$ cat config.mk
export PLATFORM = sky130hd
export DESIGN_NAME = crc8_frame_deframer_flat
export DESIGN_NICKNAME = d
export VERILOG_FILES = /design/src/design/c8fd_pkg.sv /design/src/design/c8fd_in_if.sv /design/src/design/c8fd_out_if.sv /design/src/design/c8fd_in_stage.sv /design/src/design/c8fd_parser.sv /design/src/design/c8fd_out_reg.sv /design/src/design/crc8_frame_deframer.sv /design/src/flat_wrapper.sv
export SDC_FILE = /design/constraint.sdc
export NUM_CORES = 1
export LEC_CHECK = 0
export ABC_CLOCK_PERIOD_IN_PS = 3500
export BUFFER_PORTS_ARGS = -buffer_cell sky130_fd_sc_hd__buf_4
export CORE_MARGIN = 3
export CORE_UTILIZATION = 40
export CTS_CLUSTER_SIZE = 14
export DETAILED_ROUTE_END_ITERATION = 10
export PLACE_DENSITY = 0.7
export SLEW_MARGIN = 20
export SYNTH_ARGS = -nofsm -noshare
export SYNTH_HDL_FRONTEND = slang
export SYNTH_SLANG_ARGS = --single-unit
$ cat constraint.sdc
create_clock -name clk -period 3.5 [get_ports clk]
set_clock_uncertainty 0.15 [all_clocks]
set_input_delay 0.175 -clock clk [delete_from_list [all_inputs] [get_ports clk]]
set_output_delay 0.175 -clock clk [all_outputs]
set_load 0.02 [all_outputs]
$ cat src/design/c8fd_pkg.sv
`timescale 1ns / 1ps
// c8fd_pkg: types, codes and the crc-8 byte update for the frame deframer
// no dependencies; imported by the parser, the result register, the top and the bench

package c8fd_pkg;

    // parser phases of the received stream
    typedef enum logic [2:0] {
        PH_HUNT = 3'd0,
        PH_CMD  = 3'd1,
        PH_LEN  = 3'd2,
        PH_DATA = 3'd3,
        PH_CRC  = 3'd4
    } c8fd_phase_t;

    // result kinds
    localparam logic [1:0] KIND_PAYLOAD = 2'd0;
    localparam logic [1:0] KIND_GOOD    = 2'd1;
    localparam logic [1:0] KIND_BAD     = 2'd2;

    localparam logic [7:0] CRC_POLY      = 8'h07;
    localparam logic [7:0] CRC_INIT      = 8'h00;
    localparam logic [7:0] START_DEFAULT = 8'd170;

    // one result item
    typedef struct packed {
        logic [1:0] out_kind;
        logic [7:0] frame_cmd;
        logic [7:0] frame_len;
        logic [7:0] byte_index;
        logic [7:0] payload_byte;
        logic [7:0] computed_crc;
    } c8fd_result_t;

    // crc-8, poly 0x07, msb first, one byte per call
    function automatic logic [7:0] crc8_byte(input logic [7:0] crc, input logic [7:0] b);
        logic [7:0] v;
        v = crc ^ b;
        for (int k = 0; k < 8; k++)
        begin
            if (v[7])
            begin
                v = {v[6:0], 1'b0} ^ CRC_POLY;
            end
            else
            begin
                v = {v[6:0], 1'b0};
            end
        end
        return v;
    endfunction

endpackage

$ cat src/design/c8fd_in_if.sv
`timescale 1ns / 1ps
// c8fd_in_if: valid/ready channel carrying one received byte per item
// no dependencies

interface c8fd_in_if;
    logic       valid;
    logic       ready;
    logic [7:0] rx_byte;

    modport source (output valid, output rx_byte, input ready);
    modport sink   (input valid, input rx_byte, output ready);
endinterface

$ cat src/design/c8fd_out_if.sv
`timescale 1ns / 1ps
// c8fd_out_if: valid/ready channel carrying one deframer result per item
// no dependencies

interface c8fd_out_if;
    logic       valid;
    logic       ready;
    logic [1:0] out_kind;
    logic [7:0] frame_cmd;
    logic [7:0] frame_len;
    logic [7:0] byte_index;
    logic [7:0] payload_byte;
    logic [7:0] computed_crc;

    modport source (output valid, output out_kind, output frame_cmd, output frame_len,
                    output byte_index, output payload_byte, output computed_crc,
                    input ready);
    modport sink   (input valid, input out_kind, input frame_cmd, input frame_len,
                    input byte_index, input payload_byte, input computed_crc,
                    output ready);
endinterface

$ cat src/design/c8fd_in_stage.sv
`timescale 1ns / 1ps
// c8fd_in_stage: input register for received bytes
// depends on c8fd_in_if

module c8fd_in_stage (
    input  logic              clk,
    input  logic              rst_n,
    c8fd_in_if.sink           rx_chan,
    input  logic              consume,
    output logic              byte_valid,
    output logic [7:0]        byte_data
);
    logic       valid_reg;
    logic       valid_next;
    logic [7:0] byte_reg;
    logic       take;

    // a held byte that is consumed this cycle frees the stage
    assign rx_chan.ready = !valid_reg || consume;
    assign take          = rx_chan.valid && rx_chan.ready;

    always_comb
    begin
        valid_next = valid_reg;
        if (take)
        begin
            valid_next = 1'b1;
        end
        else if (consume)
        begin
            valid_next = 1'b0;
        end
    end

    always_ff @(posedge clk or negedge rst_n)
    begin
        if (!rst_n)
        begin
            valid_reg <= 1'b0;
        end
        else
        begin
            valid_reg <= valid_next;
        end
    end

    always_ff @(posedge clk)
    begin
        if (take)
        begin
            byte_reg <= rx_chan.rx_byte;
        end
    end

    assign byte_valid = valid_reg;
    assign byte_data  = byte_reg;
endmodule

$ cat src/design/c8fd_parser.sv
`timescale 1ns / 1ps
// c8fd_parser: frame state machine, held header fields and running crc
// depends on c8fd_pkg

module c8fd_parser (
    input  logic                  clk,
    input  logic                  rst_n,
    input  logic [7:0]            start_byte,
    input  logic [7:0]            byte_data,
    input  logic                  consume,
    output logic                  has_result,
    output c8fd_pkg::c8fd_result_t result
);
    import c8fd_pkg::*;

    c8fd_phase_t phase_reg;
    c8fd_phase_t phase_next;
    logic [7:0]  cmd_reg;
    logic [7:0]  cmd_next;
    logic [7:0]  len_reg;
    logic [7:0]  len_next;
    logic [7:0]  count_reg;
    logic [7:0]  count_next;
    logic [7:0]  crc_reg;
    logic [7:0]  crc_next;
    logic [7:0]  count_inc;
    logic [7:0]  crc_upd;

    assign count_inc = count_reg + 8'd1;
    assign crc_upd   = crc8_byte(crc_reg, byte_data);

    // next phase
    always_comb
    begin
        case (phase_reg)
            PH_CMD:  phase_next = PH_LEN;
            PH_LEN:  phase_next = (byte_data != 8'd0) ? PH_DATA : PH_CRC;
            PH_DATA: phase_next = (count_inc >= len_reg) ? PH_CRC : PH_DATA;
            PH_CRC:  phase_next = PH_HUNT;
            default: phase_next = (byte_data == start_byte) ? PH_CMD : PH_HUNT;
        endcase
    end

    // header fields, count and crc
    always_comb
    begin
        cmd_next   = cmd_reg;
        len_next   = len_reg;
        count_next = count_reg;
        crc_next   = crc_reg;
        case (phase_reg)
            PH_CMD:
            begin
                cmd_next = byte_data;
            end
            PH_LEN:
            begin
                len_next   = byte_data;
                count_next = 8'd0;
                crc_next   = CRC_INIT;
            end
            PH_DATA:
            begin
                count_next = count_inc;
                crc_next   = crc_upd;
            end
            default:
            begin
                cmd_next = cmd_reg;
            end
        endcase
    end

    // result of the byte in hand
    always_comb
    begin
        has_result          = 1'b0;
        result.out_kind     = KIND_PAYLOAD;
        result.frame_cmd    = cmd_reg;
        result.frame_len    = len_reg;
        result.byte_index   = 8'd0;
        result.payload_byte = 8'd0;
        result.computed_crc = 8'd0;
        case (phase_reg)
            PH_DATA:
            begin
                has_result          = 1'b1;
                result.byte_index   = count_reg;
                result.payload_byte = byte_data;
            end
            PH_CRC:
            begin
                has_result          = 1'b1;
                result.out_kind     = (byte_data == crc_reg) ? KIND_GOOD : KIND_BAD;
                result.computed_crc = crc_reg;
            end
            default:
            begin
                has_result = 1'b0;
            end
        endcase
    end

    always_ff @(posedge clk or negedge rst_n)
    begin
        if (!rst_n)
        begin
            phase_reg <= PH_HUNT;
            cmd_reg   <= 8'd0;
            len_reg   <= 8'd0;
            count_reg <= 8'd0;
            crc_reg   <= CRC_INIT;
        end
        else if (consume)
        begin
            phase_reg <= phase_next;
            cmd_reg   <= cmd_next;
            len_reg   <= len_next;
            count_reg <= count_next;
            crc_reg   <= crc_next;
        end
    end
endmodule

$ cat src/design/c8fd_out_reg.sv
`timescale 1ns / 1ps
// c8fd_out_reg: result register driving the output channel
// depends on c8fd_pkg and c8fd_out_if

module c8fd_out_reg (
    input  logic                  clk,
    input  logic                  rst_n,
    input  logic                  load,
    input  c8fd_pkg::c8fd_result_t result,
    output logic                  can_load,
    c8fd_out_if.source            res_chan
);
    import c8fd_pkg::*;

    logic         valid_reg;
    logic         valid_next;
    c8fd_result_t data_reg;

    // free when empty or when the held item leaves this cycle
    assign can_load = !valid_reg || res_chan.ready;

    always_comb
    begin
        valid_next = valid_reg;
        if (load)
        begin
            valid_next = 1'b1;
        end
        else if (res_chan.ready)
        begin
            valid_next = 1'b0;
        end
    end

    always_ff @(posedge clk or negedge rst_n)
    begin
        if (!rst_n)
        begin
            valid_reg <= 1'b0;
        end
        else
        begin
            valid_reg <= valid_next;
        end
    end

    always_ff @(posedge clk)
    begin
        if (load)
        begin
            data_reg <= result;
        end
    end

    assign res_chan.valid        = valid_reg;
    assign res_chan.out_kind     = data_reg.out_kind;
    assign res_chan.frame_cmd    = data_reg.frame_cmd;
    assign res_chan.frame_len    = data_reg.frame_len;
    assign res_chan.byte_index   = data_reg.byte_index;
    assign res_chan.payload_byte = data_reg.payload_byte;
    assign res_chan.computed_crc = data_reg.computed_crc;
endmodule

$ cat src/design/crc8_frame_deframer.sv
`timescale 1ns / 1ps
// crc8_frame_deframer: receive-side frame parser with crc-8 check
// depends on c8fd_pkg, c8fd_in_if, c8fd_out_if, c8fd_in_stage, c8fd_parser, c8fd_out_reg
//
// usage
//   rx_chan takes one received byte per item (valid/ready). the block hunts for
//   the start byte, then reads command, length, payload and crc bytes
//   res_chan gives one item per payload byte (kind payload, with command,
//   length, index and byte) and one frame-end item per frame (kind good or
//   mismatch, with the crc computed over the payload); other bytes give no item
//   cfg_we/cfg_wdata write the start byte value; write only while idle
//   path: input register, then parse logic into the result register
//   throughput: one byte per cycle while res_chan does not stall; the crc
//   update is one unrolled byte step between the input register and the
//   parser's crc register
//   reset clears the parser to hunting, the start byte to 0xaa and both
//   pipeline registers to empty
//   when res_chan stalls, the held result stays; one more byte may sit in the
//   input register, and rx_chan.ready drops once a byte that needs a result
//   cannot move on. bytes without a result keep flowing during a stall

module crc8_frame_deframer (
    input  logic       clk,
    input  logic       rst_n,
    input  logic       cfg_we,
    input  logic [7:0] cfg_wdata,
    c8fd_in_if.sink    rx_chan,
    c8fd_out_if.source res_chan
);
    import c8fd_pkg::*;

    logic [7:0]   start_byte_reg;
    logic         byte_valid;
    logic [7:0]   byte_data;
    logic         has_result;
    logic         can_load;
    logic         consume;
    c8fd_result_t result;

    // start-of-frame value register
    always_ff @(posedge clk or negedge rst_n)
    begin
        if (!rst_n)
        begin
            start_byte_reg <= START_DEFAULT;
        end
        else if (cfg_we)
        begin
            start_byte_reg <= cfg_wdata;
        end
    end

    // held byte moves on unless it needs a result slot that is still full
    assign consume = byte_valid && (!has_result || can_load);

    c8fd_in_stage u_in_stage (
        .clk        (clk),
        .rst_n      (rst_n),
        .rx_chan    (rx_chan),
        .consume    (consume),
        .byte_valid (byte_valid),
        .byte_data  (byte_data)
    );

    c8fd_parser u_parser (
        .clk        (clk),
        .rst_n      (rst_n),
        .start_byte (start_byte_reg),
        .byte_data  (byte_data),
        .consume    (consume),
        .has_result (has_result),
        .result     (result)
    );

    c8fd_out_reg u_out_reg (
        .clk      (clk),
        .rst_n    (rst_n),
        .load     (consume && has_result),
        .result   (result),
        .can_load (can_load),
        .res_chan (res_chan)
    );
endmodule

$ cat src/flat_wrapper.sv
// flat-port wrapper written by rule: the top's interface ports become plain ports
module crc8_frame_deframer_flat import c8fd_pkg::*;
  (clk, rst_n, cfg_we, cfg_wdata, rx_chan_valid, rx_chan_rx_byte, rx_chan_ready, res_chan_valid, res_chan_out_kind, res_chan_frame_cmd, res_chan_frame_len, res_chan_byte_index, res_chan_payload_byte, res_chan_computed_crc, res_chan_ready);
  c8fd_in_if rx_chan_i ();
  c8fd_out_if res_chan_i ();
  input  logic clk;
  input  logic rst_n;
  input  logic cfg_we;
  input  logic [7:0] cfg_wdata;
  input wire logic [$bits(rx_chan_i.valid)-1:0] rx_chan_valid;
  input wire logic [$bits(rx_chan_i.rx_byte)-1:0] rx_chan_rx_byte;
  output wire logic [$bits(rx_chan_i.ready)-1:0] rx_chan_ready;
  output wire logic [$bits(res_chan_i.valid)-1:0] res_chan_valid;
  output wire logic [$bits(res_chan_i.out_kind)-1:0] res_chan_out_kind;
  output wire logic [$bits(res_chan_i.frame_cmd)-1:0] res_chan_frame_cmd;
  output wire logic [$bits(res_chan_i.frame_len)-1:0] res_chan_frame_len;
  output wire logic [$bits(res_chan_i.byte_index)-1:0] res_chan_byte_index;
  output wire logic [$bits(res_chan_i.payload_byte)-1:0] res_chan_payload_byte;
  output wire logic [$bits(res_chan_i.computed_crc)-1:0] res_chan_computed_crc;
  input wire logic [$bits(res_chan_i.ready)-1:0] res_chan_ready;
  assign rx_chan_i.valid = rx_chan_valid;
  assign rx_chan_i.rx_byte = rx_chan_rx_byte;
  assign rx_chan_ready = rx_chan_i.ready;
  assign res_chan_valid = res_chan_i.valid;
  assign res_chan_out_kind = res_chan_i.out_kind;
  assign res_chan_frame_cmd = res_chan_i.frame_cmd;
  assign res_chan_frame_len = res_chan_i.frame_len;
  assign res_chan_byte_index = res_chan_i.byte_index;
  assign res_chan_payload_byte = res_chan_i.payload_byte;
  assign res_chan_computed_crc = res_chan_i.computed_crc;
  assign res_chan_i.ready = res_chan_ready;
  crc8_frame_deframer u_core (.clk(clk), .rst_n(rst_n), .cfg_we(cfg_we), .cfg_wdata(cfg_wdata), .rx_chan(rx_chan_i), .res_chan(res_chan_i));
endmodule
# Word-level counts from Yosys, hierarchy flattened
# Index checks and enable logic that the tools add are counted.
word_totals:
  reg_bits: 95
  input_bits: 21
  output_inout_bits: 44
  elab_cells: 69
classes:
  add_sub_neg: 1
  magnitude_cmp: 1
  n_eq_ne: 6
  mux: 20
  bitwise_logic: 9
  reduce_logical: 17
op_table:
  columns: ["cell", "n"]
  rows:
  - ["8-bit case mux with 2 select lines", 2]
  - ["3-bit two-way mux", 10]
  - ["3-bit inverter", 8]
  - ["8-bit == test", 2]
  - ["3-bit case mux with 4 select lines", 1]
  - ["8-bit by 1-bit adder with 8-bit output (second input constant)", 1]
  - ["8-bit greater-or-equal comparator", 1]
  - ["8-bit nonzero test", 1]
  - ["8-bit XOR", 1]
  - ["3-bit by 2-bit == test with 1-bit output (second input constant)", 2]
  - ["1-bit two-way mux", 6]
  - ["2-bit AND reduction", 3]
  - ["2-bit nonzero test", 3]
  - ["3-bit by 1-bit == test with 1-bit output (second input constant)", 1]
  - ["3-bit == test (second input constant)", 1]
  - ["1-bit logical AND", 3]
  - ["1-bit logical NOT", 3]
  - ["1-bit logical OR", 3]
  - ["2-bit two-way mux", 1]
  - ["2-bit OR reduction", 1]

# Logic depth before layout (Yosys ltp)
# Gate-level depths: netlist (run 1).
logic_depth:
  ltp_word: 18
  mapped_depth: 10
  mapped_depth_nobuf: 10

# Modules after synthesis
# Synthesis (run 1) repeated with hierarchy kept, for this count alone.
unflattened:
  cells_unflattened: 311
  area_unflattened_um2: 4231.6
modules_own_cells:
  columns: ["module", "n_inst", "cells_each", "area_per_inst_um2", "seq_area_each_um2"]
  rows:
  - ["c8fd_parser", 1, 234, 2274.7, 875.8]
  - ["c8fd_out_reg", 1, 45, 1308.8, 1286.2]
  - ["crc8_frame_deframer", 1, 20, 354.1, 205.2]
  - ["c8fd_in_stage", 1, 12, 294.0, 265.3]

# Least setup slack after synthesis (run 1)
# No wires, ideal clock.
synth_timing:
  path_kind: "flip-flop to flip-flop"
  start: "reg u_core.u_parser.phase_reg[1]"
  end: "reg u_core.u_out_reg.data_reg (netlist bit u_core.u_out_reg.res_chan.byte_index[0]) (enable)"
  setup_time_ns: 0.441
  arrival_ns: 2.840
  required_time_ns: 2.909
  path_slack_ns: 0.068
  path_stages_with_launch: 6
  n_path_buf: 1
  path_cell_list: "dfrtp_1 > buf_4 > nor2_1 > and2_1 > nor2_1 > nor2_1"
synth_via:
  elab_chain_cells: 7
synth_rtl:
  columns: ["element", "line", "text"]
  rows:
  - ["start: declaration", "c8fd_parser.sv:16", "c8fd_phase_t phase_reg;"]
  - ["start signal: assignment", "c8fd_parser.sv:116", "phase_reg <= phase_next;"]
  - ["3-bit by 2-bit == test with 1-bit output or 3-bit == test (tied branches)", "c8fd_parser.sv:84", "case (phase_reg)"]
  - ["2-bit OR reduction (no line) *", null, null]
  - ["1-bit two-way mux *", "c8fd_parser.sv:84", null]
  - ["1-bit logical NOT", "crc8_frame_deframer.sv:54", "assign consume = byte_valid && (!has_result || can_load);"]
  - ["1-bit logical OR", "crc8_frame_deframer.sv:54", null]
  - ["1-bit logical AND", "crc8_frame_deframer.sv:54", null]
  - ["1-bit logical AND *", "crc8_frame_deframer.sv:78", ".load (consume && has_result),"]
  - ["net u_core.u_out_reg.load", "c8fd_out_reg.sv:8", "input logic load,"]
  - ["end signal: assignment", "c8fd_out_reg.sv:51", "data_reg <= result;"]
  - ["end: declaration", "c8fd_out_reg.sv:17", "c8fd_result_t data_reg;"]
# The timed path passes the listed nets; every way through them passes the cells marked *.
# A chain may end at the register's enable or synchronous reset.

# Worst setup path in the final report (run 1)
layout_timing:
  start: "reg u_core.u_parser.phase_reg[0]"
  end: "out rx_chan_ready"
layout_via:
  elab_chain_cells: 7
layout_rtl:
  columns: ["element", "line", "text"]
  rows:
  - ["3-bit by 2-bit == test with 1-bit output or 3-bit == test (tied branches)", "c8fd_parser.sv:84", null]
  - ["2-bit OR reduction (no line) *", null, null]
  - ["1-bit two-way mux *", "c8fd_parser.sv:84", null]
  - ["1-bit logical NOT *", "crc8_frame_deframer.sv:54", null]
  - ["1-bit logical OR *", "crc8_frame_deframer.sv:54", null]
  - ["1-bit logical AND *", "crc8_frame_deframer.sv:54", null]
  - ["1-bit logical OR *", "c8fd_in_stage.sv:19", "assign rx_chan.ready = !valid_reg || consume;"]
  - ["end: declaration", "flat_wrapper.sv:12", "output wire logic [$bits(rx_chan_i.ready)-1:0] rx_chan_ready;"]
# Every way passes the cells marked *; elsewhere a longest branch is shown, timed or not.

==> results of run 1 <==
-- power by group --
group          switching (uW)  total [uW]  leakage (uW)  internal [uW]
Sequential                212        1750       0.00104           1540
Clock                     365         693     0.0000976            328
Combinational             732        1310       0.00110            582
-- placed cells by master, fill, tap and decap left out, drive strengths merged, types with 14 or more instances in the layout --
cell type,Yosys,routed
xnor2,20,20
xor2,15,15
nor2,14,14
mux2,17,17
and2,19,19
edfxtp,50,50
dlygate4sd3,0,26
nand2,25,25
buf,5,67
o21ai,22,22
dfrtp,41,41
-- timing repair --
item,CTS,global route
hold buffers,26,0
buffers inserted,0,0
setup endpoints to repair,0,0
hold endpoints to repair,58,0
-- cell families (layout without fill, tap and decap cells) --
| family | Yosys count | count (layout) | share of synthesized area (%) |
|---|---|---|---|
| compound gates | 47 | 47 | 7.42 |
| xor+xnor | 35 | 35 | 7.69 |
| buf+inv | 27 | 122 | 2.84 |
| simple gates | 88 | 88 | 10.9 |
| mux | 17 | 17 | 4.58 |
| fa+ha+maj | 12 | 12 | 3.59 |
| flops | 95 | 95 | 62.9 |
-- worst max path at each step --
stage | slack (ns) | endpoint | start | cells past startpoint
6_report | 0.91 | rx_chan_ready | u_core.u_parser.phase_reg[0] | 5
5_1_grt | 0.74 | u_core.u_parser.phase_reg[0] | u_core.u_parser.count_reg[0] | 10
4_1_cts | 0.94 | rx_chan_ready | u_core.u_parser.phase_reg[0] | 5
3_5_place_dp | 0.98 | u_core.u_parser.phase_reg[1] | u_core.u_parser.count_reg[0] | 10
3_3_place_gp | 1.09 | u_core.u_parser.phase_reg[1] | u_core.u_parser.count_reg[0] | 10
2_1_floorplan | 0.07 | u_core.u_out_reg.res_chan.byte_index[0] | u_core.u_parser.phase_reg[1] | 5
-- per-layer routing --
metal	part of all wire [%]	GRT usage (%)	wire [um]
met5	0	0	0
met4	2.0	5.32	166
met3	5.0	3.22	417
met2	47	23.4	3920
met1	46	22.3	3880
-- worst reg2reg max path, stage by stage (launching register included) --
cell	delay, ns
dfrtp_1	0.45
ha_1	0.25
nand3_1	0.13
nor2_1	0.15
xor2_1	0.21
ha_1	0.28
a21o_1	0.18
a21oi_1	0.24
nand2_1	0.09
o22a_1	0.17
o221ai_1	0.16
-- area by class of cell --
class	count	area (um^2)
clock buffers	10	128
clock inverters	6	61.3
fillers	865	4720
inverters	13	48.8
multi-input cells	199	1440
flip-flops and latches	95	2630
well taps	133	166
repair buffers	93	763
-- per-stage QoR --
stage | area (um^2) | total power, uW | utilization [%] | setup slack (ns) | cells
2_1_floorplan | 4180 | 2640 | - | 0.0684 | 321
3_3_place_gp | 4790 | 3020 | 48.1 | 1.09 | 507
3_5_place_dp | 4790 | 3070 | 48.1 | 0.983 | 507
4_1_cts | 5240 | 3790 | 52.6 | 0.940 | 549
5_1_grt | 5240 | 4020 | 52.6 | 0.739 | 549
6_report | 5240 | 3760 | 52.6 | 0.912 | 549
-- Yosys cell counts (all sizes together) --
cell	count	share of area, %
a211oi	2	0.36
a21o	5	0.90
a21oi	4	0.48
a22o	6	1.3
a311o	1	0.24
and2	19	2.8
and3	11	1.6
buf	5	0.87
clkbuf	9	0.81
dfrtp	41	25
dfstp	4	2.5
edfxtp	50	36
ha	12	3.6
inv	13	1.2
mux2	17	4.6
nand2	25	2.2
nand2b	4	0.66
nand3	5	0.60
nor2	14	1.3
nor3	1	0.24
nor4	2	0.30
o2111ai	1	0.21
o21ai	22	2.8
o221ai	1	0.21
o22a	1	0.21
o31ai	4	0.72
or2	3	0.51
or3	2	0.30
or4	2	0.36
xnor2	20	4.5
xor2	15	3.1
==> summary.txt, run 1 <==
Status
  – Status: finished, final reports clean

Critical path
  – Reg2reg end: u_core.u_parser.phase_reg[1]
  – CP Cell Sequence: nor2_1, and2_1, nor2_1, or3_1, buf_4
  – CP Data Required Time: roughly 3.2 ns
  – R2R setup slack: 0.95 ns
  – Worst r2r path cells: 10
  – Worst Path Arrival: between 2 and 2.5 ns
  – Worst Setup End Kind: output pin
  – Critical-path maximum fanout: 10
  – CP Class: reg -> out
  – Worst r2r src: u_core.u_parser.count_reg[0]
  – Top delay family on crit path: simple AND/OR/NAND/NOR gates
  – Buf/Inv on CP: 1
  – Max incr delay on CP: 0.51 ns
  – Setup crit start kind: flip-flop
  – Critical-path top delay cell: nor2_1
  – Most numerous cell on the critical path: nor2_1

Synthesis
  – Synth Instances: about 320
  – Post-synth cell types: between 40 and 50
  – Syn_nets: around 350
  – Synth Register Bits: between 90 and 100
  – Seq/Total Area, Yosys: approximately 63%
  – Post-Syn Area: ~4200 um^2
  – Mean Syn Cell Area: between 10 and 15 um^2
  – Synth warn: 0

Finish
  – Antenna Cells: 0
  – Final #Nets: 444
  – Area grow syn2layout: 25.2%
  – Share of cells above drive strength 1: 27.2%

Clock tree
  – TritonCTS Sinks: 95
  – Worst-Skew Late Latency: between 0.3 and 0.4 ns
  – CTS Buf Count: 9
  – Clock Tree Buf Depth: 2
  – CTS H-tree depth: 3
  – Clk slew on worst S/H paths: 0.08 ns
  – CTS root buf: clkbuf_8
  – PostCTS Resize Cnt: 0
  – TritonCTS clock tree: yes

Placed design
  – Placer Congestion: approximately 0.86
  – PortBufs: 64
  – Half-perimeter wire length after placement: 5650 um

Power
  – Leak: ~0.0022 uW
  – Pwr dens: 718 nW/um^2
  – Maximum vdd drop: roughly 0.35 mV

Min path
  – Hold Startpoint: res_chan_ready
  – Min-delay worst type: in -> reg
  – Hold Path Depth: 4
  – Hold EP: u_core.u_out_reg.res_chan.valid

Die
  – Initial Util: 42.0%
  – Die width: between 100 and 150 um
  – IO Pins: 65
  – Die Y: around 110 um
  – Core Region: 9950 um^2
  – Number of core rows: 36
  – Die footprint: approximately 12000 um^2

Route
  – Vias per inst: around 4.9
  – Final wirelength: 8390 um
  – DRC Markers: 0
  – Final ANT Viol Nets: 0
  – Drt pass-1 iters: 5
  – Vias: ~2700
  – Wire per inst: between 15 and 20 um
  – Drt first-iter violations: 156

STA
  – Minimum clock period: 2.59 ns
  – TNS Setup: 0 ns
  – RSZ-0062 raised after global routing: false
  – Final Hold Viols: 0
  – Hold_ws: between 0.04 and 0.05 ns
  – FMAX: between 0.3 and 0.4 GHz
  – Final setup violation count: 0
  – Worst slew pin tran: 0.815 ns
  – Worst slew margin relative to its limit: between 40 and 50%
  – Fin crit share: between 70 and 80%
  – Slew Limit Fails: 0

Run
  – Max-cap viol count: 0

GRT
  – Largest net degree at the start of global routing: 46
  – Grt ovf: 0
  – Antenna violations before repair: 0
  – First-pass GRT wire length: approximately 14000 um
  – Vias in the first global route: 2655
  – Total Routing Usage GR: roughly 15%
Power figures use the tool's default switching activity.
==> inputs of run 2 (changes only) <==
--- a/config.mk
+++ b/config.mk
@@ -5,7 +5,7 @@
 export SDC_FILE = /design/constraint.sdc
 export NUM_CORES = 1
 export LEC_CHECK = 0
-export ABC_CLOCK_PERIOD_IN_PS = 3500
+export ABC_CLOCK_PERIOD_IN_PS = 2200
 export BUFFER_PORTS_ARGS = -buffer_cell sky130_fd_sc_hd__buf_4
 export CORE_MARGIN = 3
 export CORE_UTILIZATION = 40
==> constraint.sdc (replaced) <==
create_clock -name clk -period 2.2 [get_ports clk]
set_clock_uncertainty 0.15 [all_clocks]
set_input_delay 0.11 -clock clk [delete_from_list [all_inputs] [get_ports clk]]
set_output_delay 0.11 -clock clk [all_outputs]
set_load 0.02 [all_outputs]
==> run 2 against run 1 <==
Net effect: the flow now finishes with violations (setup timing); final cell count increased by 5.3%; first-iteration DRC count decreased by 19%; register-to-register slack got worse by 1.0 ns; total power increased by 69%; critical path depth increased by 4; critical path type is now reg -> reg; critical endpoint is now u_core.u_parser.phase_reg[0].
==> summary.txt, run 2 (synthesized netlist as in run 1, its figures left out) <==
STA
  – Final setup violation count: 2
  – Final Hold Viols: 0
  – Worst slew margin relative to its limit: 60.6%
  – Minimum clock period: approximately 2.3 ns
  – Slew Limit Fails: 0
  – Setup ws final: -0.0646 ns
  – Fin crit share: 103%
  – Hold_ws: 0.123 ns
  – FMAX: approximately 0.44 GHz
  – RSZ-0062 raised after global routing: true
  – Worst slew pin tran: 0.591 ns
  – TNS Setup: -0.0976 ns

Critical path
  – Worst r2r src: u_core.u_parser.count_reg[1]
  – CP Data Required Time: between 2 and 2.5 ns
  – Crit path from: u_core.u_parser.count_reg[1]
  – Worst Setup End Kind: flip-flop
  – Buf/Inv on CP: 0
  – Most numerous cell on the critical path: and3_4
  – Worst r2r path cells: 9
  – Top delay family on crit path: compound AO/OA/AOI/OAI gates
  – Setup crit start kind: flip-flop
  – Worst Path Arrival: roughly 2.4 ns
  – Critical-path top delay cell: dfrtp_1
  – CP Depth: 9
  – CP Cell Sequence: and3_4, and3_4, and3_4, xor2_4, ha_4, o2111ai_4, a21oi_2, o21ai_1, a22o_2
  – Max incr delay on CP: 0.44 ns
  – Critical-path maximum fanout: 3
  – CP Class: reg -> reg

GRT
  – First-pass GRT wire length: 13800 um
  – Vias in the first global route: ~2900
  – Antenna violations before repair: 0
  – Grt ovf: 0
  – Largest net degree at the start of global routing: 46
  – Total Routing Usage GR: 15.6%

Clock tree
  – CTS Buf Count: 9
  – Clock Tree Buf Depth: 2
  – Clk slew on worst S/H paths: around 0.10 ns
  – TritonCTS Sinks: 95
  – CTS H-tree depth: 3
  – Worst-Skew Late Latency: around 0.36 ns
  – TritonCTS clock tree: yes
  – CTS root buf: clkbuf_8

Route
  – Vias: approximately 2800
  – Drt first-iter violations: 127
  – Final wirelength: 8820 um
  – Drt pass-1 iters: 4
  – Final ANT Viol Nets: 0
  – DRC Markers: 0
  – Vias per inst: a little under 5
  – Wire per inst: roughly 15 um

Finish
  – Area grow syn2layout: 34.8%
  – Finished layout cell area: around 5600 um^2
  – Commonest non-fill, non-tap cell in the layout: buf_4
  – Non-Filler Instances: approximately 580
  – Fillers: ~830
  – Final #Nets: ~470
  – Commonest cells after routing, fill and taps aside: buf_4, edfxtp_1, dfrtp_1
  – Antenna Cells: 0
  – Share of cells above drive strength 1: 36.9%

Placed design
  – # placed instances: approximately 530
  – Placer Congestion: roughly 0.85
  – Placed inst area: roughly 5000 um^2
  – PortBufs: between 60 and 70
  – Half-perimeter wire length after placement: ~6000 um

Die
  – IO Pins: 65
  – Die Y: between 100 and 150 um
  – Die width: around 110 um
  – Number of core rows: 36
  – Initial Util: 42.0%
  – Die footprint: between 10000 and 15000 um^2
  – Core Region: around 10000 um^2

Run
  – Max-cap viol count: 0

Min path
  – Min-delay worst type: in -> async

Power
  – Maximum vdd drop: about 0.47 mV
  – Pwr dens: 1130 nW/um^2
  – Overall power: roughly 6400 uW
  – Leak: 0.00240 uW

Status
  – Failing checks: setup timing
  – Status: finished, violations left
-- run 2: changes by cell type in the layout (fill, tap and decap cells not counted), moves of 3 or more --
| cell | before | now |
|---|---|---|
| and3_1 | 11 | 8 |
| and3_4 | 0 | 3 |
| buf_4 | 67 | 94 |
| ha_1 | 12 | 9 |
| nor2_1 | 13 | 9 |
| o21ai_0 | 19 | 16 |
| o21ai_1 | 1 | 4 |
-- run 2: repair_timing --
| item | in CTS | in global routing |
|---|---|---|
| resized for setup | 9 | 15 |
| hold buffers | 27 | 0 |
| endpoints found under the hold margin | 63 | 0 |
| pin swaps | 11 | 6 |
| setup buffers | 4 | 0 |
| endpoints found under the setup margin | 3 | 4 |
-- run 2: path summary, 6_finish.rpt --
path / slack, ns / endpoint
max in group asynchronous: 1.34 / u_core.u_parser.phase_reg[1]
max reg2reg: -0.06 / u_core.u_parser.phase_reg[0]
min reg2reg: 0.30 / u_core.u_out_reg.res_chan.frame_len[5]
max: -0.06 / u_core.u_parser.phase_reg[0]
min: 0.12 / u_core.u_parser.cmd_reg[7]
min in group clk: 0.30 / u_core.u_in_stage.byte_data[5]
-- run 2: worst register-to-register path: cells and delay by family (launching register included) --
kind	cells	cell delay, ns
AO/OA/AOI/OAI	4	0.58
XOR/XNOR	1	0.16
adder cells (fa/ha/maj)	1	0.29
flip-flops	1	0.44
AND/OR/NAND/NOR	3	0.54
-- run 2: cell type report --
cell class | instances | area [um^2] | area share, %
sequential | 95 | 2640 | 46.7
multi-input combinational | 199 | 1590 | 28.2
timing repair buffer | 122 | 996 | 17.7
tap | 133 | 166 | 2.95
clock buffer | 9 | 124 | 2.20
clock inverter | 7 | 78.8 | 1.40
inverter | 13 | 48.8 | 0.866
-- run 2: per-layer routing --
layer	part of all wire (%)	global-route usage (%)	up-vias
met5	0	0	-
met4	2.7	8.12	0
met3	3.9	2.51	19
met2	50	25.5	83
met1	44	20.0	1367
li1	-	-	1364
-- run 2: report_power, final --
| part | switching [uW] | internal [uW] | leakage (uW) |
|---|---|---|---|
| Sequential | 287 | 2450 | 0.00104 |
| Clock | 630 | 540 | 0.0000998 |
| Combinational | 1330 | 1130 | 0.00126 |
-- run 2: per-stage QoR --
stage	util (%)	worst slack, ns
final	56.6	-0.0646
after global routing	56.6	-0.143
after CTS	55.7	-0.0276
after detailed placement	50.2	-0.128
after global placement	50.2	-0.0517
after floorplan	-	-0.0197
